[config.mk]
export PLATFORM = sky130hd
export DESIGN_NAME = msb_first_bit_packer_flat
export DESIGN_NICKNAME = d
export VERILOG_FILES = /design/src/rtl/mbp_pkg.sv /design/src/rtl/mbp_ifs.sv /design/src/rtl/mbp_pack.sv /design/src/rtl/mbp_emit.sv /design/src/rtl/msb_first_bit_packer.sv /design/src/flat_wrapper.sv
export SDC_FILE = /design/constraint.sdc
export NUM_CORES = 1
export LEC_CHECK = 0
export ABC_AREA = 0
export BUFFER_PORTS_ARGS = -buffer_cell sky130_fd_sc_hd__clkbuf_2
export CAP_MARGIN = 20
export CORE_MARGIN = 8
export CORE_UTILIZATION = 44
export DETAILED_ROUTE_END_ITERATION = 10
export PLACE_DENSITY = 0.7
export RECOVER_POWER = 25
export SYNTH_ARGS = -nofsm -noshare
export SYNTH_HDL_FRONTEND = slang
export SYNTH_SLANG_ARGS = --single-unit
[constraint.sdc]
create_clock -name clk -period 6.76 [get_ports clk]
set_input_delay 0.676 -clock clk [delete_from_list [all_inputs] [get_ports clk]]
set_output_delay 0.676 -clock clk [all_outputs]
set_load 0.1 [all_outputs]
[src/rtl/mbp_pkg.sv]
// mbp_pkg: shared types, function codes and sizing constants of the MSB-first bit packer.
// No dependencies; every other file imports it.
`default_nettype none
package mbp_pkg;

	// function codes of an input item
	localparam logic FUNC_APPEND = 1'b0;
	localparam logic FUNC_FINISH = 1'b1;

	localparam int MAX_FIELD_WIDTH = 32;
	localparam int VALUE_BITS      = 32;
	localparam int WIDTH_LIMIT     = (MAX_FIELD_WIDTH < VALUE_BITS) ? MAX_FIELD_WIDTH
	                                                                 : VALUE_BITS;
	localparam int PEND_BITS       = 7;
	localparam int ACC_BITS        = VALUE_BITS + PEND_BITS;
	localparam int MAX_BYTES       = (VALUE_BITS + PEND_BITS) / 8;
	localparam int CNT_BITS        = $clog2(MAX_BYTES + 1);
	localparam int TOTAL_BITS      = $clog2(ACC_BITS + 1);

	typedef struct packed {
		logic        func;
		logic [31:0] field_value;
		logic [5:0]  field_width;
	} item_t;

	typedef struct packed {
		logic [7:0] out_byte;
		logic [3:0] bits_in_byte;
		logic       end_of_stream;
	} result_t;

	// bytes one item produces; bytes[0] goes out first
	typedef struct packed {
		logic [MAX_BYTES-1:0][7:0] bytes;
		logic [CNT_BITS-1:0]       cnt;
		logic                      fin;
		logic [3:0]                tail_bits;
	} group_t;

endpackage
`default_nettype wire

[src/rtl/mbp_ifs.sv]
// mbp_item_if / mbp_result_if: valid-ready channels of the bit packer.
// Depends on mbp_pkg for the payload types.
`default_nettype none
interface mbp_item_if;
	import mbp_pkg::*;
	logic  valid;
	logic  ready;
	item_t data;
	modport source (output valid, output data, input ready);
	modport sink   (input valid, input data, output ready);
endinterface

interface mbp_result_if;
	import mbp_pkg::*;
	logic    valid;
	logic    ready;
	result_t data;
	modport source (output valid, output data, input ready);
	modport sink   (input valid, input data, output ready);
endinterface
`default_nettype wire

[src/rtl/mbp_pack.sv]
// mbp_pack: pending remainder register and the single-pass packing logic.
// Depends on mbp_pkg.
`default_nettype none
module mbp_pack (
	input  wire logic           clk,
	input  wire logic           arst_n,
	input  wire logic           accept,
	input  wire mbp_pkg::item_t item_data,
	output mbp_pkg::group_t     grp
);
	import mbp_pkg::*;

	logic [PEND_BITS-1:0]  pend_q;
	logic [2:0]            pend_cnt_q;
	logic [PEND_BITS-1:0]  pend_next;
	logic [2:0]            pend_cnt_next;
	logic [5:0]            w_sat;
	logic [VALUE_BITS-1:0] val_masked;
	logic [ACC_BITS-1:0]   acc;
	logic [ACC_BITS-1:0]   word;
	logic [TOTAL_BITS-1:0] total;

	always_comb begin
		w_sat = (item_data.field_width > 6'(WIDTH_LIMIT)) ? 6'(WIDTH_LIMIT)
		                                                  : item_data.field_width;
		val_masked = item_data.field_value & ~({VALUE_BITS{1'b1}} << w_sat);
		acc   = ({{VALUE_BITS{1'b0}}, pend_q} << w_sat) | {{PEND_BITS{1'b0}}, val_masked};
		total = TOTAL_BITS'(pend_cnt_q) + TOTAL_BITS'(w_sat);
		// left-align the stream so completed bytes sit at the top
		word  = acc << (TOTAL_BITS'(ACC_BITS) - total);
	end

	always_comb begin
		grp = '0;
		if (item_data.func == FUNC_FINISH) begin
			grp.bytes[0]  = 8'(pend_q);
			grp.cnt       = CNT_BITS'(1);
			grp.fin       = 1'b1;
			grp.tail_bits = {1'b0, pend_cnt_q};
			pend_next     = '0;
			pend_cnt_next = '0;
		end else begin
			for (int k = 0; k < MAX_BYTES; k++) begin
				grp.bytes[k] = word[ACC_BITS-1-8*k -: 8];
			end
			grp.cnt       = CNT_BITS'(total >> 3);
			pend_cnt_next = total[2:0];
			pend_next     = acc[PEND_BITS-1:0] & ~({PEND_BITS{1'b1}} << pend_cnt_next);
		end
	end

	always_ff @(posedge clk or negedge arst_n) begin
		if (!arst_n) begin
			pend_q     <= '0;
			pend_cnt_q <= '0;
		end else if (accept) begin
			pend_q     <= pend_next;
			pend_cnt_q <= pend_cnt_next;
		end
	end

endmodule
`default_nettype wire

[src/rtl/mbp_emit.sv]
// mbp_emit: group register and output register; sends one byte per beat.
// Depends on mbp_pkg and mbp_result_if.
`default_nettype none
module mbp_emit (
	input  wire logic            clk,
	input  wire logic            arst_n,
	input  wire logic            load,
	input  wire mbp_pkg::group_t grp,
	output logic                 can_load,
	mbp_result_if.source         result
);
	import mbp_pkg::*;

	group_t              grp_s1;
	logic [CNT_BITS-1:0] left_q;
	logic                out_valid_q;
	result_t             out_data_q;
	logic                move;
	logic                last;

	assign move     = (left_q != '0) && (!out_valid_q || result.ready);
	assign can_load = (left_q == '0) || ((left_q == CNT_BITS'(1)) && move);
	assign last     = grp_s1.fin && (left_q == CNT_BITS'(1));

	always_ff @(posedge clk or negedge arst_n) begin
		if (!arst_n) begin
			left_q <= '0;
		end else if (load) begin
			left_q <= grp.cnt;
		end else if (move) begin
			left_q <= left_q - CNT_BITS'(1);
		end
	end

	always_ff @(posedge clk) begin
		if (load) begin
			grp_s1 <= grp;
		end else if (move) begin
			grp_s1.bytes <= grp_s1.bytes >> 8;
		end
	end

	always_ff @(posedge clk or negedge arst_n) begin
		if (!arst_n) begin
			out_valid_q <= 1'b0;
		end else if (move) begin
			out_valid_q <= 1'b1;
		end else if (result.ready) begin
			out_valid_q <= 1'b0;
		end
	end

	always_ff @(posedge clk) begin
		if (move) begin
			out_data_q.out_byte      <= grp_s1.bytes[0];
			out_data_q.bits_in_byte  <= last ? grp_s1.tail_bits : 4'd8;
			out_data_q.end_of_stream <= last;
		end
	end

	assign result.valid = out_valid_q;
	assign result.data  = out_data_q;

`ifndef SYNTH
	a_load_reaches_out: assert property (@(posedge clk) disable iff (!arst_n)
		load && (grp.cnt != '0) && !out_valid_q |=> ##1 out_valid_q)
		else $error("loaded group did not reach the output register");
	a_stall_holds_group: assert property (@(posedge clk) disable iff (!arst_n)
		out_valid_q && !result.ready && !load |=> left_q == $past(left_q))
		else $error("group advanced while output stalled");
	a_end_is_last: assert property (@(posedge clk) disable iff (!arst_n)
		move && grp_s1.fin |-> left_q == CNT_BITS'(1))
		else $error("end beat is not the last of its group");
	a_full_unless_end: assert property (@(posedge clk) disable iff (!arst_n)
		out_valid_q && !out_data_q.end_of_stream |-> out_data_q.bits_in_byte == 4'd8)
		else $error("non-final beat carries a partial byte");
`endif

endmodule
`default_nettype wire

[src/rtl/msb_first_bit_packer.sv]
// msb_first_bit_packer: top level; packs 0..32-bit fields MSB first into bytes.
// Depends on mbp_pkg, mbp_ifs, mbp_pack and mbp_emit.
// Path: an accepted item's bytes pass the group register, then the output register.
// Flow: an item emits N bytes (0..4); the next is taken when the group register
//   is empty or its last byte goes; it sends one byte per cycle unless stalled.
// Reset: arst_n clears the remainder, group byte count and output valid flag.
`default_nettype none
module msb_first_bit_packer (
	input  wire logic  clk,
	input  wire logic  arst_n,
	mbp_item_if.sink   item,
	mbp_result_if.source result
);
	import mbp_pkg::*;

	logic   accept;
	logic   can_load;
	group_t grp;

	// Take a new item whenever the group register is empty or sends its
	// last byte in this cycle; an item that emits nothing just updates the
	// remainder.
	assign item.ready = can_load;
	assign accept     = item.valid && can_load;

	// Compute the completed bytes and the next remainder in one pass.
	mbp_pack u_pack (
		.clk       (clk),
		.arst_n    (arst_n),
		.accept    (accept),
		.item_data (item.data),
		.grp       (grp)
	);

	// Hold the group and advance it one byte per beat into the output register.
	mbp_emit u_emit (
		.clk      (clk),
		.arst_n   (arst_n),
		.load     (accept),
		.grp      (grp),
		.can_load (can_load),
		.result   (result)
	);

endmodule
`default_nettype wire
[src/flat_wrapper.sv]
// flat-port wrapper written by rule: the top's interface ports become plain ports
module msb_first_bit_packer_flat import mbp_pkg::*;
  (clk, arst_n, item_valid, item_data, item_ready, result_valid, result_data, result_ready);
  mbp_item_if item_i ();
  mbp_result_if result_i ();
  input  wire logic clk;
  input  wire logic arst_n;
  input wire logic [$bits(item_i.valid)-1:0] item_valid;
  input wire logic [$bits(item_i.data)-1:0] item_data;
  output wire logic [$bits(item_i.ready)-1:0] item_ready;
  output wire logic [$bits(result_i.valid)-1:0] result_valid;
  output wire logic [$bits(result_i.data)-1:0] result_data;
  input wire logic [$bits(result_i.ready)-1:0] result_ready;
  assign item_i.valid = item_valid;
  assign item_i.data = item_data;
  assign item_ready = item_i.ready;
  assign result_valid = result_i.valid;
  assign result_data = result_i.data;
  assign result_i.ready = result_ready;
  msb_first_bit_packer u_core (.clk(clk), .arst_n(arst_n), .item(item_i), .result(result_i));
endmodule
### Word level (Yosys, flattened, before mapping)

Cells that the tools add are included.

| cells by class | value |
|---|---|
| $add $sub $neg | 3 |
| magnitude comparators | 1 |
| eq/ne operators | 1 |
| shift-type cells | 4 |
| multiplexer cells | 12 |
| bitwise operators | 5 |
| reduce and logical (&&, ||, !) cells | 11 |

Operators by type and width:

| operator | count |
|---|---|
| 2-to-1 mux 32 bit | 2 |
| OR 39 x 32 -> 39 bit | 1 |
| << shifter 39 x 6 -> 39 bit | 1 |
| << shifter 7 x 6 -> 39 bit | 1 |
| AND 32 bit | 1 |
| inverter 32 bit | 1 |
| << shifter 32 x 6 -> 32 bit, first input constant | 1 |
| 2-to-1 mux 24 bit | 1 |
| 2-to-1 mux 11 bit | 1 |
| 2-to-1 mux 3 bit | 3 |
| AND 7 bit | 1 |
| 2-to-1 mux 7 bit | 1 |
| inverter 7 bit | 1 |
| << shifter 7 x 3 -> 7 bit, first input constant | 1 |
| adder 3 x 6 -> 6 bit | 1 |
| > comparator 6 bit, second input constant | 1 |
| 2-to-1 mux 6 bit | 1 |
| subtractor 6 bit, first input constant | 1 |
| 2-to-1 mux 5 bit | 1 |
| logical AND 1 bit | 4 |
| nonzero test 2 bit | 2 |
| == test 3 x 1 -> 1 bit, second input constant | 1 |
| logical NOT 3 bit | 1 |
| nonzero test 3 bit | 1 |
| 4 further kinds | 6 |

| word-level totals | value |
|---|---|
| bits in registers | 64 |
| bits of input ports | 43 |
| output and inout port bits | 15 |
| word-level logic and storage cells | 51 |

### Longest topological paths before layout

| logic depth | value |
|---|---|
| depth after elaboration | 9 |
| gate-level depth with buffers | 22 |
| depth with buffers taken out | 19 |

### By module

From an unflattened synthesis, not the netlist that was laid out.

| second synthesis, totals | value |
|---|---|
| cells, all modules | 953 |
| area, all modules | 7866.3 um^2 |

Modules (own cells, without submodules):

| module | instances | cells each | area an instance (um^2) | seq. area each (um^2) |
|---|---|---|---|---|
| mbp_pack | 1 | 831 | 5691.7 | 250.2 |
| mbp_emit | 1 | 121 | 2168.3 | 1601.5 |
| msb_first_bit_packer | 1 | 1 | 6.3 | 0.0 |

### Worst setup path after synthesis

OpenSTA, ideal clock, no wires.

| timing path | value |
|---|---|
| path kind | input port to flip-flop |
| from | input item_data[0] |
| to | register u_core.u_emit.grp_s1[12] (netlist bit) (data pin) |
| library setup time | 0.259 ns |
| arrival time | 4.323 ns |
| required time | 6.501 ns |
| slack | 2.178 ns |
| stages on the path | 21 |
| path buffers | 5 |
| cell sequence | buf_6 -> buf_2 -> nand2b_1 -> inv_1 -> ha_1 -> a21o_1 -> maj3_1 -> xnor2_1 -> inv_1 -> clkbuf_1 -> clkbuf_1 -> ha_1 -> nand2b_1 -> o21ai_0 -> a211oi_1 -> clkbuf_1 -> nor3_1 -> nand2_1 -> o21a_1 -> o21ai_0 -> o31a_1 |

| between the ends | value |
|---|---|
| word-level cells in the longest chain between the ends | 9 |
| elaborated cells between the ends (all ways) | 12 |
| those cells by class | add/sub (2); order compare (1); shift (3); mux (3); bitwise (3) |

Ends and longest elaborated chain:

| what | line | source |
|---|---|---|
| start, declared | flat_wrapper.sv:9 | `input wire logic [$bits(item_i.data)-1:0] item_data;` |
| > comparator 6 bit | mbp_pack.sv:24 | `w_sat = (item_data.field_width > 6'(WIDTH_LIMIT)) ? 6'(WIDTH_LIMIT)` |
| 2-to-1 mux 6 bit * | mbp_pack.sv:24 |  |
| parallel branches: the longest is 4 deep, another holds adder 3 x 6 -> 6 bit | -- |  |
| << shifter 39 x 6 -> 39 bit * | mbp_pack.sv:30 | `word = acc << (TOTAL_BITS'(ACC_BITS) - total);` |
| 2-to-1 mux 11 bit * | mbp_pack.sv:35 | `if (item_data.func == FUNC_FINISH) begin` |
| 2-to-1 mux 32 bit * | mbp_emit.sv:36 | `if (load) begin` |
| end signal, assigned | mbp_emit.sv:37 | `grp_s1 <= grp;` |
| end, declared | mbp_emit.sv:14 | `group_t grp_s1;` |

Mark *: on every way between the ends.
A chain may end at the register's enable or synchronous reset.

### Final worst setup path

Ends and elaborated chain as after synthesis.

==> results.cfg <==
[outcome]
status = finished clean

[clock_tree]
clockBufferDepth = 2
clock_sinks = 63
clock_latency_ns = 0.32
hold_buffers = 0
cts_root_buf = clkbuf_16
post-cts-setup-buffer-count = 0
htreeDepth = 3
ctsResizeCount = 0
cts.clk_slew.worst_paths_ns = 0.05
cts_made_buffers = 9
cts_tree = built

[finish]
final_common_cell = nand2_1
area_delta_synth_final_pct = 9.81
fin_nets = 918
antenna_cells = 0
drive_gt1_share_pct = 16.7
layout_common_cells = nand2_1, nor2_1, o21ai_0

[global_route]
grt_pass1_vias = 7024
overflow = 0
grt_pass1_wl_mm = 42.4
grt_start_max_net_pins = 46
antenna_found_initial = 0
grt.total_usage_pct = 27.0

[worst_setup_path]
crit_start = item_data[0]
startpoint_type = input pin
path_max_fanout = 36
cp-end-kind = register
worstPathRequired_ns = 6.83
cp_common_cell = inv_1
critPathKind = input pin to register
cpPeakStageDelay_ns = 0.79
cpMaxStageDelayCell = xnor2_2
cp_top_family = buffers and inverters
path_buf_inv = 4
crit_chain = clkbuf_2 -> nand2b_1 -> inv_1 -> ha_1 -> inv_1 -> fa_1 -> xnor2_1 -> xnor2_2 -> buf_4 -> nor2_1 -> o31ai_1 -> o21bai_1 -> nor4b_1 -> a311oi_1 -> o31a_1
r2r_start = u_core.u_pack.pend_cnt_q[0]
arrival_ns = 5.19

[timing]
finalSetupViolations = 0
max_slew_margin_pct = 26.1
holdWs_ns = 0.408
finalHoldViolations = 0
post-route-period-util_pct = 75.8
slew_viol_final = 0
setup_slack_ns = 1.63
finalSetupTns_ns = 0
fin_skew_ns = 0.0108
min_period_ns = 5.13
worst_pin_slew_ns = 1.10
fmax_mhz = 195
rsz0062_at_grt = no

[logic_synthesis]
ys_ff_latch = 63
synth_top_area_share_pct = 21.2
synth_cell_types = 97
synth_edf_count = 49
synth_simple_gate_area_share_pct = 22.8
synth_compound_area_share_pct = 33.8
synth_mux_area_share_pct = 8.35
synth.area.top_cells = edfxtp_1, dfrtp_1, nand2_1
synth_top_family_by_area = compound AO/OA/AOI/OAI gates
synth.avg_cell_area_um2 = 8.09
synth-xor-area-share_pct = 0.757
async_flop_share_pct = 22.2
yosysSeqAreaShare_pct = 26.3
synthesis.nets = 908
synthesis.area_um2 = 6940
yosys.area.top_type = edfxtp_1
syn_inst = 858
ys_warn_count = 0
dominantRegCellSynth = edfxtp_1
synthAdderAreaFrac_pct = 1.66

[run]
drv_cap = 0

[floorplanning]
die_area_um2 = 20000
ios = 58
coreArea_um2 = 15700
std_cell_rows = 46
die_y_um = 142
initial_core_util_pct = 44.3
die_w_um = 142

[pwr]
leakage_nw = 2.85
power_density_nw_per_um2 = 482
power_mw = 3.67
irDropWorstVdd_mv = 0.232

[routing]
via_per_inst = 7.03
drt_iter0_markers = 1331
routedWlPerCell_um = 25.4
postRouteAntennaNets = 0
drtPass1Iterations = 6
num_vias = 7656
drt-total-wl_mm = 27.7
drc_errors = 0

[placement]
place_congestion = 1.03
io_buffers = 57
dp_slack_ns = 1.47
dp_hpwl_mm = 20.7

[worst_hold_path]
min_path_type = input pin to async pin
## worst register-to-register path: stages (launching register included)
cell	delay, ns
dfrtp_1	0.42
ha_1	0.20
inv_1	0.06
fa_1	0.43
xnor2_1	0.23
xnor2_2	0.79
buf_4	0.39
nor2_1	0.18
o31ai_1	0.17
o21bai_1	0.17
nor4b_1	0.57
a311oi_1	0.11
o31a_1	0.27
## cell families after synthesis
group                    after synthesis
buffers and inverters                102
adder cells (fa/ha/maj)                9
XOR/XNOR                               6
multiplexers                          49
AND/OR/NAND/NOR                      306
flip-flops                            63
AO/OA/AOI/OAI                        323
## metrics by stage
step | cell area, µm² | utilization, % | instances
2_1_floorplan | 6940 | - | 858
3_3_place_gp | 7320 | 46.8 | 1073
3_5_place_dp | 7320 | 46.8 | 1073
4_1_cts | 7630 | 48.7 | 1089
5_1_grt | 7620 | 48.7 | 1089
6_report | 7620 | 48.7 | 1089
## state kept, by name, indices dropped and copies added (netlist names)
| name | count |
|---|---|
| u_core.u_emit.grp_s1 | 36 |
| u_core.u_emit.left_q | 3 |
| u_core.u_emit.result.data | 13 |
| u_core.u_emit.result.valid | 1 |
| u_core.u_pack.pend_cnt_q | 3 |
| u_core.u_pack.pend_q | 7 |
## final timing paths
| kind | endpoint | slack [ns] | cells after the start |
|---|---|---|---|
| max | u_core.u_emit.grp_s1[12] | 1.63 | 15 |
| min | u_core.u_pack.pend_q[6] | 0.41 | 1 |
| max reg2reg | u_core.u_emit.grp_s1[12] | 2.52 | 12 |
| min reg2reg | u_core.u_emit.result.data[6] | 0.41 | 0 |
| max in group asynchronous | u_core.u_emit.result.valid | 5.86 | 1 |
| min in group clk | u_core.u_emit.result.data[6] | 0.41 | 0 |
## cells in the mapped netlist (12+ instances only)
master,instances
nand2_1,87
nor2_1,61
o21ai_0,58
clkbuf_1,50
edfxtp_1,49
a21oi_1,45
nor3_1,29
mux2i_1,27
a22oi_1,25
nand3_1,24
inv_1,19
o211ai_1,19
and2_1,16
buf_2,15
mux2_2,15
nand2b_1,15
dfrtp_1,14
a211oi_1,13
a221oi_1,12
a31oi_1,12
and3_1,12
o31ai_1,12
## report_power, final
group,switching (mW),internal [mW]
logic,1.70,0.730
registers,0.123,0.646
clock network,0.154,0.321
## final cells by class
type	instances	area (µm²)
clock buffer	12	236
multi-input combinational	693	4700
clock inverter	4	70.1
fill	1612	8040
tap	216	270
sequential	63	1820
timing repair buffer	78	437
inverter	23	86.3
## layer usage
| layer | part of all wire [%] | track usage [%] |
|---|---|---|
| met5 | 0 | 0 |
| met4 | 5.3 | 13.5 |
| met3 | 11 | 4.33 |
| met2 | 43 | 39.7 |
| met1 | 41 | 37.7 |
(Power assumes the default switching activity.)
